### src/rtl/core/octal_escape_decoder_core_assert.svh
// assertion macros for the octal escape decoder
`ifndef OCTAL_ESCAPE_DECODER_CORE_ASSERT_SVH
`define OCTAL_ESCAPE_DECODER_CORE_ASSERT_SVH

// clocked property, disabled while reset is held
`define OED_ASSERT(label, prop) \
  label: assert property (@(posedge clk_i) disable iff (!rst_ni) (prop)) \
    else $error("octal escape decoder check failed");

// condition that must never be seen
`define OED_ASSERT_NEVER(label, cond) \
  `OED_ASSERT(label, !(cond))

`endif

### src/rtl/core/oed_pkg.sv
`timescale 1ns / 1ps
`default_nettype none

package oed_pkg;

  // character codes
  localparam logic [7:0] BSLASH = 8'h5C;
  localparam logic [7:0] DIGIT0 = 8'h30;
  localparam logic [7:0] DIGIT7 = 8'h37;

  // most result items one input item can cause
  localparam int unsigned MaxResults = 4;
  localparam int unsigned CntW       = $clog2(MaxResults + 1);
  localparam int unsigned IdxW       = $clog2(MaxResults);

  // escape phase, one-hot
  typedef enum logic [3:0] {
    PH_IDLE = 4'b0001,
    PH_BS   = 4'b0010,
    PH_D1   = 4'b0100,
    PH_D2   = 4'b1000
  } phase_e;

  typedef struct packed {
    logic [7:0] in_byte;
    logic       end_of_data;
  } oed_in_t;

  typedef struct packed {
    logic [7:0] out_byte;
    logic       run_last;
    logic       string_last;
  } oed_out_t;

endpackage

`default_nettype wire

### src/rtl/core/octal_escape_decoder_core.sv
// result items are registered in the result buffer and appear in the cycle after the input item that causes them
// throughput: one input item per cycle while each yields at most one result item and out_stall_i is low;
//   an item with k results (k up to four) holds the input until its results drain from
//   the four-entry result shift buffer, which drains one item per cycle while out_stall_i is low
// reset: asynchronous active low, escape phase idle, digits zero, buffer empty
`timescale 1ns / 1ps
`default_nettype none

module octal_escape_decoder_core (
  input  wire                clk_i,
  input  wire                rst_ni,
  input  wire                in_valid_i,
  output logic               in_stall_o,
  input  wire oed_pkg::oed_in_t in_data_i,
  output logic               out_valid_o,
  input  wire                out_stall_i,
  output oed_pkg::oed_out_t  out_data_o
);

  import oed_pkg::*;

  phase_e              phase_q, phase_d;
  logic [2:0]          d1_q, d1_d;
  logic [2:0]          d2_q, d2_d;
  logic [7:0]          buf_q [MaxResults];
  logic [7:0]          buf_d [MaxResults];
  logic [CntW-1:0]     cnt_q, cnt_d;
  logic                eod_q, eod_d;

  logic                in_acc;
  logic                out_acc;
  logic [7:0]          res_bytes [MaxResults];
  logic [CntW-1:0]     res_cnt;
  logic                flush_cur;
  logic                do_plain;
  logic                is_oct;
  logic                is_bs;
  logic [7:0]          b;

  // handshake
  assign out_valid_o = (cnt_q != '0);
  assign out_acc     = out_valid_o && !out_stall_i;
  assign in_stall_o  = (cnt_q > CntW'(1)) || ((cnt_q == CntW'(1)) && out_stall_i);
  assign in_acc      = in_valid_i && !in_stall_o;

  assign b      = in_data_i.in_byte;
  assign is_oct = (b >= DIGIT0) && (b <= DIGIT7);
  assign is_bs  = (b == BSLASH);

  // decode one input item into its list of result bytes and next phase
  always_comb begin
    for (int i = 0; i < MaxResults; i++) begin
      res_bytes[i] = '0;
    end
    res_cnt   = '0;
    phase_d   = phase_q;
    d1_d      = d1_q;
    d2_d      = d2_q;
    flush_cur = 1'b0;
    do_plain  = 1'b0;

    unique case (phase_q)
      PH_IDLE: begin
        do_plain = 1'b1;
      end
      PH_BS: begin
        if (is_oct) begin
          d1_d    = b[2:0];
          phase_d = PH_D1;
        end else if (is_bs) begin
          res_bytes[res_cnt[IdxW-1:0]] = BSLASH;
          res_cnt = res_cnt + CntW'(1);
          phase_d = PH_IDLE;
        end else begin
          flush_cur = 1'b1;
          do_plain  = 1'b1;
        end
      end
      PH_D1: begin
        if (is_oct) begin
          d2_d    = b[2:0];
          phase_d = PH_D2;
        end else begin
          flush_cur = 1'b1;
          do_plain  = 1'b1;
        end
      end
      PH_D2: begin
        if (is_oct) begin
          // d1*64 + d2*8 + d3, modulo 256
          res_bytes[res_cnt[IdxW-1:0]] = {d1_q[1:0], d2_q, b[2:0]};
          res_cnt = res_cnt + CntW'(1);
          phase_d = PH_IDLE;
        end else begin
          flush_cur = 1'b1;
          do_plain  = 1'b1;
        end
      end
      default: begin
        do_plain = 1'b1;
      end
    endcase

    // broken escape: held backslash and digits go out literally
    if (flush_cur) begin
      res_bytes[res_cnt[IdxW-1:0]] = BSLASH;
      res_cnt = res_cnt + CntW'(1);
      if (phase_q == PH_D1 || phase_q == PH_D2) begin
        res_bytes[res_cnt[IdxW-1:0]] = DIGIT0 + {5'd0, d1_q};
        res_cnt = res_cnt + CntW'(1);
      end
      if (phase_q == PH_D2) begin
        res_bytes[res_cnt[IdxW-1:0]] = DIGIT0 + {5'd0, d2_q};
        res_cnt = res_cnt + CntW'(1);
      end
      phase_d = PH_IDLE;
    end

    // byte with no escape pending
    if (do_plain) begin
      if (is_bs) begin
        phase_d = PH_BS;
      end else begin
        res_bytes[res_cnt[IdxW-1:0]] = b;
        res_cnt = res_cnt + CntW'(1);
        phase_d = PH_IDLE;
      end
    end

    // end of data: flush whatever escape is still pending
    if (in_data_i.end_of_data) begin
      if (phase_d != PH_IDLE) begin
        res_bytes[res_cnt[IdxW-1:0]] = BSLASH;
        res_cnt = res_cnt + CntW'(1);
      end
      if (phase_d == PH_D1 || phase_d == PH_D2) begin
        res_bytes[res_cnt[IdxW-1:0]] = DIGIT0 + {5'd0, d1_d};
        res_cnt = res_cnt + CntW'(1);
      end
      if (phase_d == PH_D2) begin
        res_bytes[res_cnt[IdxW-1:0]] = DIGIT0 + {5'd0, d2_d};
        res_cnt = res_cnt + CntW'(1);
      end
      phase_d = PH_IDLE;
    end
  end

  // result buffer: load on a new item, shift down as items drain
  always_comb begin
    cnt_d = cnt_q;
    eod_d = eod_q;
    for (int i = 0; i < MaxResults; i++) begin
      buf_d[i] = buf_q[i];
    end
    if (in_acc) begin
      cnt_d = res_cnt;
      eod_d = in_data_i.end_of_data;
      for (int i = 0; i < MaxResults; i++) begin
        buf_d[i] = res_bytes[i];
      end
    end else if (out_acc) begin
      cnt_d = cnt_q - CntW'(1);
      for (int i = 0; i < MaxResults - 1; i++) begin
        buf_d[i] = buf_q[i+1];
      end
    end
  end

  // control state
  always_ff @(posedge clk_i or negedge rst_ni) begin
    if (!rst_ni) begin
      phase_q <= PH_IDLE;
      d1_q    <= '0;
      d2_q    <= '0;
      cnt_q   <= '0;
      eod_q   <= 1'b0;
    end else begin
      if (in_acc) begin
        phase_q <= phase_d;
        d1_q    <= d1_d;
        d2_q    <= d2_d;
      end
      cnt_q <= cnt_d;
      eod_q <= eod_d;
    end
  end

  // result bytes, no reset
  always_ff @(posedge clk_i) begin
    for (int i = 0; i < MaxResults; i++) begin
      buf_q[i] <= buf_d[i];
    end
  end

  // output item
  assign out_data_o.out_byte    = buf_q[0];
  assign out_data_o.run_last    = (cnt_q == CntW'(1));
  assign out_data_o.string_last = (cnt_q == CntW'(1)) && eod_q;

`include "octal_escape_decoder_core_assert.svh"

  // end of data always leaves the phase idle
  `OED_ASSERT(a_eod_idle, (in_acc && in_data_i.end_of_data) |=> (phase_q == PH_IDLE))
  // end of data always yields at least one result item
  `OED_ASSERT(a_eod_result, (in_acc && in_data_i.end_of_data) |=> out_valid_o)
  // buffer never holds more than MaxResults items
  `OED_ASSERT_NEVER(a_cnt_range, cnt_q > CntW'(MaxResults))
  // an item's results leave back to back once the sink takes them
  `OED_ASSERT(a_run_cont, (out_acc && !out_data_o.run_last) |=> out_valid_o)

endmodule

`default_nettype wire
### config.mk
export PLATFORM = sky130hd
export DESIGN_NAME = octal_escape_decoder_core
export DESIGN_NICKNAME = d
export VERILOG_FILES = /design/src/rtl/core/oed_pkg.sv /design/src/rtl/core/octal_escape_decoder_core.sv
export VERILOG_INCLUDE_DIRS = /design/src /design/src/rtl/core
export SDC_FILE = /design/constraint.sdc
export NUM_CORES = 1
export LEC_CHECK = 0
export ABC_AREA = 1
export BUFFER_PORTS_ARGS = -buffer_cell sky130_fd_sc_hd__buf_2
export CAP_MARGIN = 5
export CELL_PAD_IN_SITES_DETAIL_PLACEMENT = 0
export CELL_PAD_IN_SITES_GLOBAL_PLACEMENT = 1
export CORE_AREA = 2 2 95 97
export CTS_BUF_LIST = sky130_fd_sc_hd__clkbuf_4
export CTS_CLUSTER_DIAMETER = 120
export CTS_CLUSTER_SIZE = 10
export DETAILED_ROUTE_END_ITERATION = 10
export DIE_AREA = 0 0 97 99
export PLACE_DENSITY_LB_ADDON = 0.1
export SLEW_MARGIN = 20
export SYNTH_ARGS = -nofsm -noshare
export SYNTH_HDL_FRONTEND = slang
export SYNTH_SLANG_ARGS = --single-unit
### constraint.sdc
create_clock -name clk_i -period 10.7 [get_ports clk_i]
set_input_delay 1.605 -clock clk_i [delete_from_list [all_inputs] [get_ports clk_i]]
set_output_delay 1.605 -clock clk_i [all_outputs]
set_load 0.03 [all_outputs]
==> results.ini <==
[run_status]
status = completed

[worst_setup_path]
crit_slowest_cell = ha_1
critPathKind = primary input to flip-flop
crit_path_max_fanout = 11
slowest_delay_ns = 0.36
r2r_end = buf_q[3][0]$_DFFE_PP_
cpMostUsedCell = ha_1
end_kind = flip-flop
cp.required_ns = 10.84
startpoint_type = primary input
rr_startpoint = phase_q[0]$_DFFE_PN1P_
arrival_ns = 6.10
reg2regPathDepth = 26
rrSetupSlack_ns = 5.50

[global_route]
overflow = 0
grt_pass1_vias = 3949
antenna_found_initial = 0
grt_pass1_wl_mm = 21.2
grt_start_max_net_pins = 39
grtUsageTotal_pct = 28.4

[sta]
slew_headroom_pct = 29.4
max_slew.worst_pin.slew_ns = 1.06
fin_crit_sh_pct = 55.7
setup_viol = 0
holdWs_ns = 0.530
slew_viol_final = 0
skew_ns = 0.0187
setup_tns_ns = 0
fin_crit_ns = 5.96
finalHoldViolCount = 0
rsz0062_at_grt = no
max_freq_mhz = 168

[detailed_routing]
drc_errors = 0
wl_per_cell_um = 18.5
drtPass1Iterations = 5
vias = 4003
drt-total-wl_mm = 13.2
dr.first_iter.drc_count = 312
viasPerCell = 5.59
ant_nets = 0

[die]
core_area_sq_um = 8550
die_w_um = 97
dieArea_sq_um = 9600
start_util_pct = 50.2
io_pins = 25
die_h_um = 99
rows = 34

[synthesis]
synthArstFlopShare_pct = 30.4
syn_inst = 588
synth_edf_count = 32
synth_area_leader_cell = edfxtp_1
netlist_area_sq_um = 4290
yosysTopAreaCellShare_pct = 22.4
syn_nets = 631
synth-seq-cells = 46
synthTopCellsByArea = edfxtp_1, nand2_1, ha_1
synth_cell_types = 48
synth_ff_type = edfxtp_1
yosys_warnings = 0
postSynthAreaPerCell_sq_um = 7.30
seq_area_frac_synth_pct = 30.6

[clocking]
clock_latency_ns = 0.39
clk_pin_slew_ns = 0.17
clockRootBuffer = clkbuf_4
clock_sinks = 46
post_cts_buffers = 0
cts_tree = done
numCtsBuffers = 5
cts_hold_buffers = 0
cts_resized = 0
htreeDepth = 2
cts_buffer_depth = 2

[job]
maxCapViolations = 0

[placement]
hpwl_mm = 10.4
io_buffer_count = 24
placed_cell_area_sq_um = 4470
gp_congestion = 0.967

[hold_path]
min_path_cells = 2
hold_class = flip-flop to flip-flop
hold_end = d2_q[1]$_DFFE_PN0P_
worstHoldStart = d2_q[1]$_DFFE_PN0P_

[power_and_ir_drop]
p_comb_share_pct = 49.4
p_leak_nw = 2.20
swShare_pct = 48.5
power_frac_seq_pct = 38.0
pwr-share-clk_pct = 12.6
power.switching_w = 0.000368
p_int_w = 0.000391
power_density_nw_per_um2 = 167
peakVddDrop_v = 0.000101

[cells_and_area]
fin_area_sq_um = 4540
num_antenna_cells = 0
multi_input_area_sq_um = 2530
regArea_sq_um = 1310
fillCellCount = 853
drive_above_1_share_pct = 18.6
nets = 650
area_growth_pct = 5.72

## cells by family after synthesis
| kind of cell | share of synthesized area (%) |
|---|---|
| AOI/OAI and AO/OA | 17.7 |
| adders and majority gates | 8.75 |
| xor gates and xnor gates | 0.204 |
| and+or+nand+nor | 32.5 |
| buffers and inverters | 10.3 |
| DFF | 30.6 |
## cells in the mapped netlist (all sizes together) (6+ instances only)
master	instances
a21oi	32
nand3	44
dfrtp	13
nand2	167
ha	30
nor2	53
o21ai	68
o211ai	6
inv	93
buf	9
o22ai	9
edfxtp	32
## layout by cell type (no fill, tap or decap), types with 6 or more instances in the layout
master    synthesis  layout
nand2_2          11      11
inv_2            19      19
o22ai_1           8       8
nand3_1          36      36
inv_1            71      71
nand2_4           6       6
nor2_1           44      44
dfrtp_1          13      13
buf_2             3      24
a21oi_1          27      27
edfxtp_1         32      32
nand2_1         146     146
o21ai_1          18      18
ha_1             30      30
o21ai_0          43      43
## worst max-delay path by stage
stage | slack (ns) | end | start | depth (start not counted)
6_report | 4.74 | buf_q[3][0]$_DFFE_PP_ | in_data_i[6] | 27
5_1_grt | 4.29 | buf_q[3][0]$_DFFE_PP_ | in_data_i[6] | 27
3_3_place_gp | 4.53 | buf_q[3][0]$_DFFE_PP_ | in_data_i[5] | 28
3_5_place_dp | 4.37 | buf_q[3][0]$_DFFE_PP_ | in_data_i[5] | 28
2_1_floorplan | 5.02 | buf_q[2][2]$_DFFE_PP_ | in_data_i[6] | 29
4_1_cts | 4.78 | buf_q[3][0]$_DFFE_PP_ | in_data_i[6] | 27
## cell type report
class                   count  share of cell area, %
multi-input cells         435                   55.9
flip-flops and latches     46                   28.9
inverters                  93                   7.86
repair buffers             26                   2.98
well taps                 108                   2.98
clock buffers               5                  0.828
clock inverters             3                  0.524
## power groups by stage
stage / clock network [W] / registers [W] / logic (W)
detailed placement: 0 / 0.000294 / 0.000370
finish: 0.0000956 / 0.000288 / 0.000375
CTS: 0.0000965 / 0.000289 / 0.000373
global placement: 0 / 0.000291 / 0.000369
global route: 0.000102 / 0.000294 / 0.000416
floorplan: 0 / 0.000302 / 0.000258
## flip-flops by register name, summed over array words and instances (netlist names)
signal	cells
d1_q	3
cnt_q	3
eod_q	1
d2_q	3
buf_q	32
phase_q	4
## layer usage
layer / global-route usage [%] / vias up / share of wire (%)
li1: - / 1960 / -
met1: 38.3 / 1887 / 46
met2: 47.0 / 127 / 46
met3: 3.90 / 29 / 5.1
met4: 10.2 / 0 / 3.1
met5: 0 / - / 0
## worst max-delay path: cells and delay by family
family,cells,cell delay [ns]
AOI/OAI and AO/OA,7,1.00
xor gates and xnor gates,1,0.17
adders and majority gates,5,1.41
buffers and inverters,6,0.59
and+or+nand+nor,8,1.32
## metrics by stage
stage / util [%] / cells / total power, W / worst slack (ns)
after floorplan: - / 588 / 0.000560 / 5.02
after global placement: 52.3 / 708 / 0.000660 / 4.53
after detailed placement: 52.3 / 708 / 0.000664 / 4.37
after CTS: 53.0 / 716 / 0.000758 / 4.78
after global routing: 53.0 / 716 / 0.000813 / 4.29
final: 53.0 / 716 / 0.000759 / 4.74
Note: power is estimated with default switching activity, not from simulation.
